<file path="src/hdl/gwc_pkg.sv">
// Shared types and codes for the greedy weak coloring block.
package gwc_pkg;

    // Widths of the transaction fields.
    localparam int NODE_FIELD_W  = 6;
    localparam int COUNT_FIELD_W = 7;

    // Operation codes carried in the kind field.
    typedef enum logic [1:0] {
        KIND_CLEAR = 2'd0,
        KIND_EDGE  = 2'd1,
        KIND_RUN   = 2'd2,
        KIND_PLACE = 2'd3
    } kind_t;

    // Controller states.
    typedef enum logic [3:0] {
        ST_IDLE,
        ST_DECODE,
        ST_EDGE_A,
        ST_EDGE_B,
        ST_NBR,
        ST_SCAN,
        ST_JOIN,
        ST_RESULT,
        ST_FINISH
    } state_t;

    // Commands from the controller to the datapath.
    typedef struct packed {
        logic load_in;
        logic clear_adj;
        logic clear_cls;
        logic rd_sel_b;
        logic adj_wr;
        logic adj_wr_b;
        logic nbr_load;
        logic scan_start;
        logic scan_en;
        logic join_cls;
        logic res_plain;
        logic out_load;
    } cmd_t;

    // Status from the datapath to the controller.
    typedef struct packed {
        kind_t kind;
        logic  a_ok;
        logic  b_ok;
        logic  scan_done;
    } stat_t;

endpackage

</file>
<file path="src/hdl/gwc_ctrl.sv">
// Controller state machine that sequences each transaction through the datapath.
module gwc_ctrl
    import gwc_pkg::*;
(
    input  logic  clk,
    input  logic  rst_n,
    input  logic  in_valid,
    output logic  in_ready,
    output logic  out_valid,
    input  logic  out_ready,
    output cmd_t  cmd,
    input  stat_t stat
);

    state_t state_reg;
    state_t state_next;
    logic   out_valid_reg;
    logic   out_valid_next;

    // State and output-valid registers.
    always_ff @(posedge clk or negedge rst_n)
    begin
        if (!rst_n)
        begin
            state_reg     <= ST_IDLE;
            out_valid_reg <= 1'b0;
        end
        else
        begin
            state_reg     <= state_next;
            out_valid_reg <= out_valid_next;
        end
    end

    // Next state and datapath commands.
    always_comb
    begin
        state_next = state_reg;
        cmd        = '0;
        in_ready   = 1'b0;
        case (state_reg)
            ST_IDLE:
            begin
                in_ready = 1'b1;
                if (in_valid)
                begin
                    cmd.load_in = 1'b1;
                    state_next  = ST_DECODE;
                end
            end
            ST_DECODE:
            begin
                // The adjacency row of node_a is read here for edges and placements.
                case (stat.kind)
                    KIND_CLEAR:
                    begin
                        cmd.clear_adj = 1'b1;
                        cmd.clear_cls = 1'b1;
                        state_next    = ST_RESULT;
                    end
                    KIND_EDGE:
                    begin
                        state_next = (stat.a_ok && stat.b_ok) ? ST_EDGE_A : ST_RESULT;
                    end
                    KIND_RUN:
                    begin
                        cmd.clear_cls = 1'b1;
                        state_next    = ST_RESULT;
                    end
                    KIND_PLACE:
                    begin
                        state_next = stat.a_ok ? ST_NBR : ST_RESULT;
                    end
                    default:
                    begin
                        state_next = ST_RESULT;
                    end
                endcase
            end
            ST_EDGE_A:
            begin
                cmd.adj_wr   = 1'b1;
                cmd.rd_sel_b = 1'b1;
                state_next   = ST_EDGE_B;
            end
            ST_EDGE_B:
            begin
                cmd.adj_wr   = 1'b1;
                cmd.adj_wr_b = 1'b1;
                state_next   = ST_RESULT;
            end
            ST_NBR:
            begin
                cmd.nbr_load   = 1'b1;
                cmd.scan_start = 1'b1;
                state_next     = ST_SCAN;
            end
            ST_SCAN:
            begin
                cmd.scan_en = 1'b1;
                if (stat.scan_done)
                begin
                    state_next = ST_JOIN;
                end
            end
            ST_JOIN:
            begin
                cmd.join_cls = 1'b1;
                state_next   = ST_FINISH;
            end
            ST_RESULT:
            begin
                cmd.res_plain = 1'b1;
                state_next    = ST_FINISH;
            end
            ST_FINISH:
            begin
                // Wait for the output register to be free.
                if (!out_valid_reg || out_ready)
                begin
                    cmd.out_load = 1'b1;
                    state_next   = ST_IDLE;
                end
            end
            default:
            begin
                state_next = ST_IDLE;
            end
        endcase
    end

    // Output valid is set on load and dropped once the result transaction completes.
    always_comb
    begin
        if (cmd.out_load)
        begin
            out_valid_next = 1'b1;
        end
        else if (out_ready)
        begin
            out_valid_next = 1'b0;
        end
        else
        begin
            out_valid_next = out_valid_reg;
        end
    end

    assign out_valid = out_valid_reg;

endmodule

</file>
<file path="config.mk">
export PLATFORM = sky130hd
export DESIGN_NAME = gwc_ctrl
export DESIGN_NICKNAME = d
export VERILOG_FILES = /design/src/hdl/gwc_pkg.sv /design/src/hdl/gwc_ctrl.sv
export SDC_FILE = /design/constraint.sdc
export NUM_CORES = 1
export LEC_CHECK = 0
export BUFFER_PORTS_ARGS = -buffer_cell sky130_fd_sc_hd__buf_2
export CORE_AREA = 2 2 39 41
export DETAILED_ROUTE_END_ITERATION = 16
export DIE_AREA = 0 0 41 43
export HOLD_SLACK_MARGIN = 0.03
export PLACE_DENSITY = 0.57
export SETUP_SLACK_MARGIN = 0.15
export SYNTH_ARGS = -nofsm -noshare
export SYNTH_HDL_FRONTEND = slang
export SYNTH_SLANG_ARGS = --single-unit
</file>
<file path="constraint.sdc">
create_clock -name clk -period 1.5 [get_ports clk]
set_input_delay 0.225 -clock clk [delete_from_list [all_inputs] [get_ports clk]]
set_output_delay 0.225 -clock clk [all_outputs]
set_load 0.02 [all_outputs]
</file>
==> impl_metrics.tcl, run 1 <==
set metrics [dict create \
    status "finished, violations left" \
    violations "negative setup slack" \
    final_util_pct 63.4 \
    drt-pass1-iter-count 4 \
    hp-class "input port to register" \
    dp_hpwl_um 848 \
    critPathRequiredTime_ns 1.27 \
    synth_edf_count 0 \
    yosysTopAreaCell "dfrtp_1" \
    pre_cts_ws_ns 0.0400 \
    initial_core_util_pct 29.7 \
    first_global_vias 477 \
    grtUsageTotal_pct 18.2 \
    largest_reg_flops 4 \
    area_growth_pct 114 \
    io_pins 23 \
    regArea_um2 130 \
    finalHoldViolCount 0 \
    diodes 0 \
    drt_iter0_drc 8 \
    max_slew_margin_pct 83.9 \
    port_buffers 22 \
    cts_made_buffers 3 \
    die_h_um 43 \
    finalSetupViolations 12 \
    ir_worst_vdd_mv 1.06 \
    root_buffer "clkbuf_4" \
    core_mm2 0.00138 \
    synth-seq-area-share_pct 30.5 \
    synth_cell_types 23 \
    place_area_um2 623 \
    rows 14 \
    post_drt_via_cell_ratio 5.02 \
    leakagePower_nw 0.402 \
    globalplace.congestion 0.743 \
    synth_area_per_cell_um2 8.38 \
    clk_latency_ns 0.25 \
    synth.ff_latch_count 5 \
    synthTopCellsByCount "dfrtp_1, nand2b_1" \
    finalCriticalPeriod_ns 1.64 \
    drc 0 \
    dp_cells 89 \
    clock-sinks 5 \
    synthArstFlopShare_pct 100 \
    synth_nets 58 \
    cts_tree "done" \
    yosys.cell_count.top_type "dfrtp_1" \
    stdcell_count 100 \
    multiInputGateArea_um2 363 \
    start_kind "register" \
    maxCapViolCount 0 \
    worst_hold_slack_ns 0.229 \
    r2r-start "state_reg[1]$_DFFE_PN0P_" \
    ys.flop_type "dfrtp_1" \
    worstMarginPinSlew_ns 0.239 \
    rsz0062_at_grt "yes" \
    cts_buffer_depth 2 \
    die_area_mm2 0.00176 \
    final.fill_count 113 \
    overflow 0 \
    grt_pass1_wl_mm 2.11 \
    synth.area.top_cells "dfrtp_1, nand2b_1, and3_1" \
    die_w_um 41 \
    grt_max_degree 9 \
    critPathMaxFanout 3 \
    antenna_found_initial 0 \
    ys.warnings.count 0 \
    postRouteAntennaNets 0 \
    clkTransAtPathRegs_ns 0.05 \
    powerDensity_mw_per_mm2 2420 \
    layout-drive-gt1-share_pct 73.8 \
    clock_skew_ns 0.00222 \
    num-nets-final 94 \
    vias 502 \
    finalInstanceArea_um2 877 \
    syn_inst 49 \
    path_class "register to output port" \
    cp.arrival_ns 1.42 \
    routed_wire_length_per_instance_um 13.1 \
    slew_violations 0 \
    finalWorstSetupSlack_ns -0.140 \
    wirelength_mm 1.31 \
    cts.htree.levels 1 \
    worstSetupEndpointType "output port" \
    hp-start "stat[0]" \
    startpoint "state_reg[3]$_DFFE_PN0P_" \
    fmax_mhz 610 \
    yosysTopAreaCellShare_pct 30.5 \
    period_share_pct 109 \
    synth_area_um2 410 \
]
==> layout make-up <==
cell class                 count  share of cell area, %
timing repair buffer          37                   38.5
clock buffer                   4                   3.00
sequential                     5                   14.8
multi-input combinational     38                   41.4
tap                           16                   2.28
==> worst max-delay path, stage by stage, from the launching register on <==
cell and delay [ns]:
dfrtp_2 0.44, nor4b_4 0.30, and2b_2 0.18, and2b_2 0.14, buf_6 0.11
==> layer usage <==
metal	wire length (µm)	track usage [%]	up-vias
met5	0	0	-
met4	19	12.0	0
met3	41	5.24	2
met2	655	23.8	13
met1	590	25.1	240
li1	-	-	247
==> power breakdown <==
part           internal (mW)  switching [mW]  leakage, nW
sequential             0.209           0.120       0.0586
combinational          0.906           0.724        0.328
clock                  0.101          0.0592       0.0150
total                   1.22           0.904        0.402
==> cells by family after synthesis <==
| kind of cell | after synthesis | share of synthesized area [%] |
|---|---|---|
| AO/OA/AOI/OAI | 9 | 14.9 |
| buffers and inverters | 6 | 10.1 |
| AND/OR/NAND/NOR | 29 | 44.5 |
| flip-flops | 5 | 30.5 |
==> stage by stage <==
stage | power (mW) | setup TNS (ns)
finish | 2.12 | -0.748
global route | 2.26 | -1.49
CTS | 1.99 | -0.772
detailed placement | 1.37 | 0
global placement | 1.36 | 0
floorplan | 1.11 | 0
==> what timing repair did <==
item	in CTS	in global routing
pin swaps	5	5
gates cloned	0	0
hold endpoints to repair	5	0
setup buffers	5	1
hold buffers	1	0
resized for setup	33	9
setup endpoints to repair	15	15
==> final timing paths <==
| kind | to | slack, ns | cells past startpoint |
|---|---|---|---|
| worst max-delay path | cmd[10] | -0.14 | 4 |
| worst min-delay path | state_reg[0]$_DFFE_PN0P_ | 0.23 | 2 |
| worst max register to register | state_reg[0]$_DFFE_PN0P_ | 0.08 | 5 |
| worst min register to register | out_valid$_DFFE_PN0P_ | 0.51 | 2 |
| max in group asynchronous | state_reg[0]$_DFFE_PN0P_ | 1.04 | 2 |
| min in group asynchronous | state_reg[3]$_DFFE_PN0P_ | 0.32 | 2 |
==> layout by cell type (no fill, tap or decap), types with 3 or more instances in the layout <==
master,instances
clkbuf_4,3
buf_4,8
buf_6,14
dfrtp_2,4
a21oi_1,3
buf_2,11
nand2_1,3
No activity file was read; power rests on OpenSTA's default activity.
==> run 2, diff against run 1 <==
--- a/config.mk
+++ b/config.mk
@@ -10,8 +10,10 @@
 export DETAILED_ROUTE_END_ITERATION = 16
 export DIE_AREA = 0 0 41 43
 export HOLD_SLACK_MARGIN = 0.03
+export MAX_ROUTING_LAYER = met4
 export PLACE_DENSITY = 0.57
 export SETUP_SLACK_MARGIN = 0.15
+export SKIP_CTS_REPAIR_TIMING = 1
 export SYNTH_ARGS = -nofsm -noshare
 export SYNTH_HDL_FRONTEND = slang
 export SYNTH_SLANG_ARGS = --single-unit
==> run 2 against run 1 <==
The run still ends with negative setup slack left. Cell count is 1.0% higher. Critical path depth unchanged. Clock power is 3% higher. Utilization rose by 0.090 points. Combinational power about the same. Maximum frequency fell by 2.4%. Count of clock-buffer cells in the layout did not move. Cell area up 0.14%. Worst hold slack improved by 0.0024 ns. Critical path type unchanged. Critical endpoint unchanged. Largest power group unchanged.
==> impl_metrics.tcl, run 2 (synthesized netlist as in run 1, its figures left out) <==
set metrics [dict create \
    maxCapViolCount 0 \
    root_buffer "clkbuf_4" \
    wirelength_mm 1.37 \
    diodes 0 \
    r2r-end "state_reg[1]$_DFFE_PN0P_" \
    crit_chain "nor4b_4 -> and2b_2 -> and2b_2 -> buf_6" \
    path_class "register to output port" \
    cts_buffer_depth 2 \
    grt_max_degree 11 \
    layout-drive-gt1-share_pct 72.9 \
    worstMarginPinSlew_ns 0.287 \
    final_common_cell "buf_6" \
    clock-sinks 5 \
    port_buffers 22 \
    place_area_um2 623 \
    num-nets-final 95 \
    final.fill_count 115 \
    drc 0 \
    overflow 0 \
    max_stage_delay_ns 0.46 \
    drt_iter0_drc 6 \
    worstSetupEndpointType "output port" \
    critPathRequiredTime_ns 1.27 \
    core_mm2 0.00138 \
    finalWorstSetupSlack_ns -0.181 \
    vias 501 \
    r2r.worst_path.cells 5 \
    rsz0062_at_grt "yes" \
    rows 14 \
    start_kind "register" \
    violations "negative setup slack" \
    globalplace.congestion 0.752 \
    status "finished, violations left" \
    tns_ns -0.884 \
    clk_latency_ns 0.25 \
    finalHoldViolCount 0 \
    first_global_vias 420 \
    period_share_pct 112 \
    cts_made_buffers 3 \
    die_area_mm2 0.00176 \
    startpoint "state_reg[3]$_DFFE_PN0P_" \
    postRouteAntennaNets 0 \
    finalSetupViolations 10 \
    slew_violations 0 \
    clock_skew_ns 0.00582 \
    cp.arrival_ns 1.46 \
    finalInstanceArea_um2 878 \
    ir_worst_vdd_mv 1.30 \
    r2r-start "state_reg[0]$_DFFE_PN0P_" \
    largest_reg_flops 4 \
    grt_pass1_wl_mm 1.77 \
    dp_hpwl_um 848 \
    crit_top_cell "and2b_2" \
    p_total_mw 2.12 \
    leakagePower_nw 0.403 \
    cts_tree "done" \
    hp-class "input port to register" \
    layout_common_cells "buf_6, buf_4, buf_2" \
    grtUsageTotal_pct 15.8 \
    initial_core_util_pct 29.7 \
    die_w_um 41 \
    io_pins 23 \
    clkTransAtPathRegs_ns 0.05 \
    post_drt_via_cell_ratio 4.96 \
    finalCriticalPeriod_ns 1.68 \
    fmax_mhz 595 \
    r2r_slack_ns 0.06 \
    drt-pass1-iter-count 2 \
    critPathMaxFanout 8 \
    routed_wire_length_per_instance_um 13.6 \
    critPathCapture "cmd[10]" \
    cts.htree.levels 1 \
    antenna_found_initial 0 \
    die_h_um 43 \
    powerDensity_mw_per_mm2 2410 \
    max_slew_margin_pct 80.8 \
    slowest_stage "dfrtp_2" \
    area_growth_pct 114 \
]
## run 2: final cells by class
| cell class | count | area (µm²) | area share, % |
|---|---|---|---|
| repair buffers | 38 | 332 | 37.7 |
| clock buffers | 4 | 26.3 | 2.99 |
| multi-input cells | 38 | 372 | 42.3 |
| flip-flops and latches | 5 | 129 | 14.7 |
| well taps | 16 | 20.0 | 2.28 |
## run 2: worst max-delay path: cells and delay by family (launching register included)
family / cells / cell delay, ns
and+or+nand+nor: 3 / 0.64
DFF: 1 / 0.46
buffers and inverters: 1 / 0.11
## run 2: stage by stage
stage | hold WS (ns) | utilization (%) | worst slack [ns] | instances
4_1_cts | -0.224 | 46.9 | -0.233 | 93
5_1_grt | 0.233 | 63.5 | -0.243 | 101
6_report | 0.231 | 63.5 | -0.181 | 101
2_1_floorplan | -0.0706 | - | 0.106 | 49
3_3_place_gp | 0.0447 | 45.0 | 0.0597 | 89
3_5_place_dp | 0.0469 | 45.0 | 0.0400 | 89
## run 2: worst min-delay path by stage
stage          startpoint                       end  slack (ns)  depth (start not counted)
2_1_floorplan       rst_n     out_valid$_DFFE_PN0P_       -0.07                          0
5_1_grt           stat[0]  state_reg[0]$_DFFE_PN0P_        0.23                          2
4_1_cts             rst_n  state_reg[2]$_DFFE_PN0P_       -0.22                          1
3_5_place_dp        rst_n  state_reg[0]$_DFFE_PN0P_        0.05                          1
6_report          stat[0]  state_reg[0]$_DFFE_PN0P_        0.23                          2
3_3_place_gp        rst_n  state_reg[0]$_DFFE_PN0P_        0.04                          1
## run 2: layer usage
metal / GRT usage, % / wire length, µm / vias up
li1: - / - / 247
met1: 21.5 / 608 / 241
met2: 18.8 / 694 / 11
met3: 4.71 / 47 / 2
met4: 12.0 / 19 / 0
met5: - / 0 / -
## run 2: where the power goes
| group | total, mW | switching, mW | internal, mW | leakage, nW |
|---|---|---|---|---|
| Combinational | 1.63 | 0.733 | 0.894 | 0.329 |
| Sequential | 0.327 | 0.121 | 0.206 | 0.0596 |
| Clock | 0.165 | 0.0641 | 0.101 | 0.0150 |
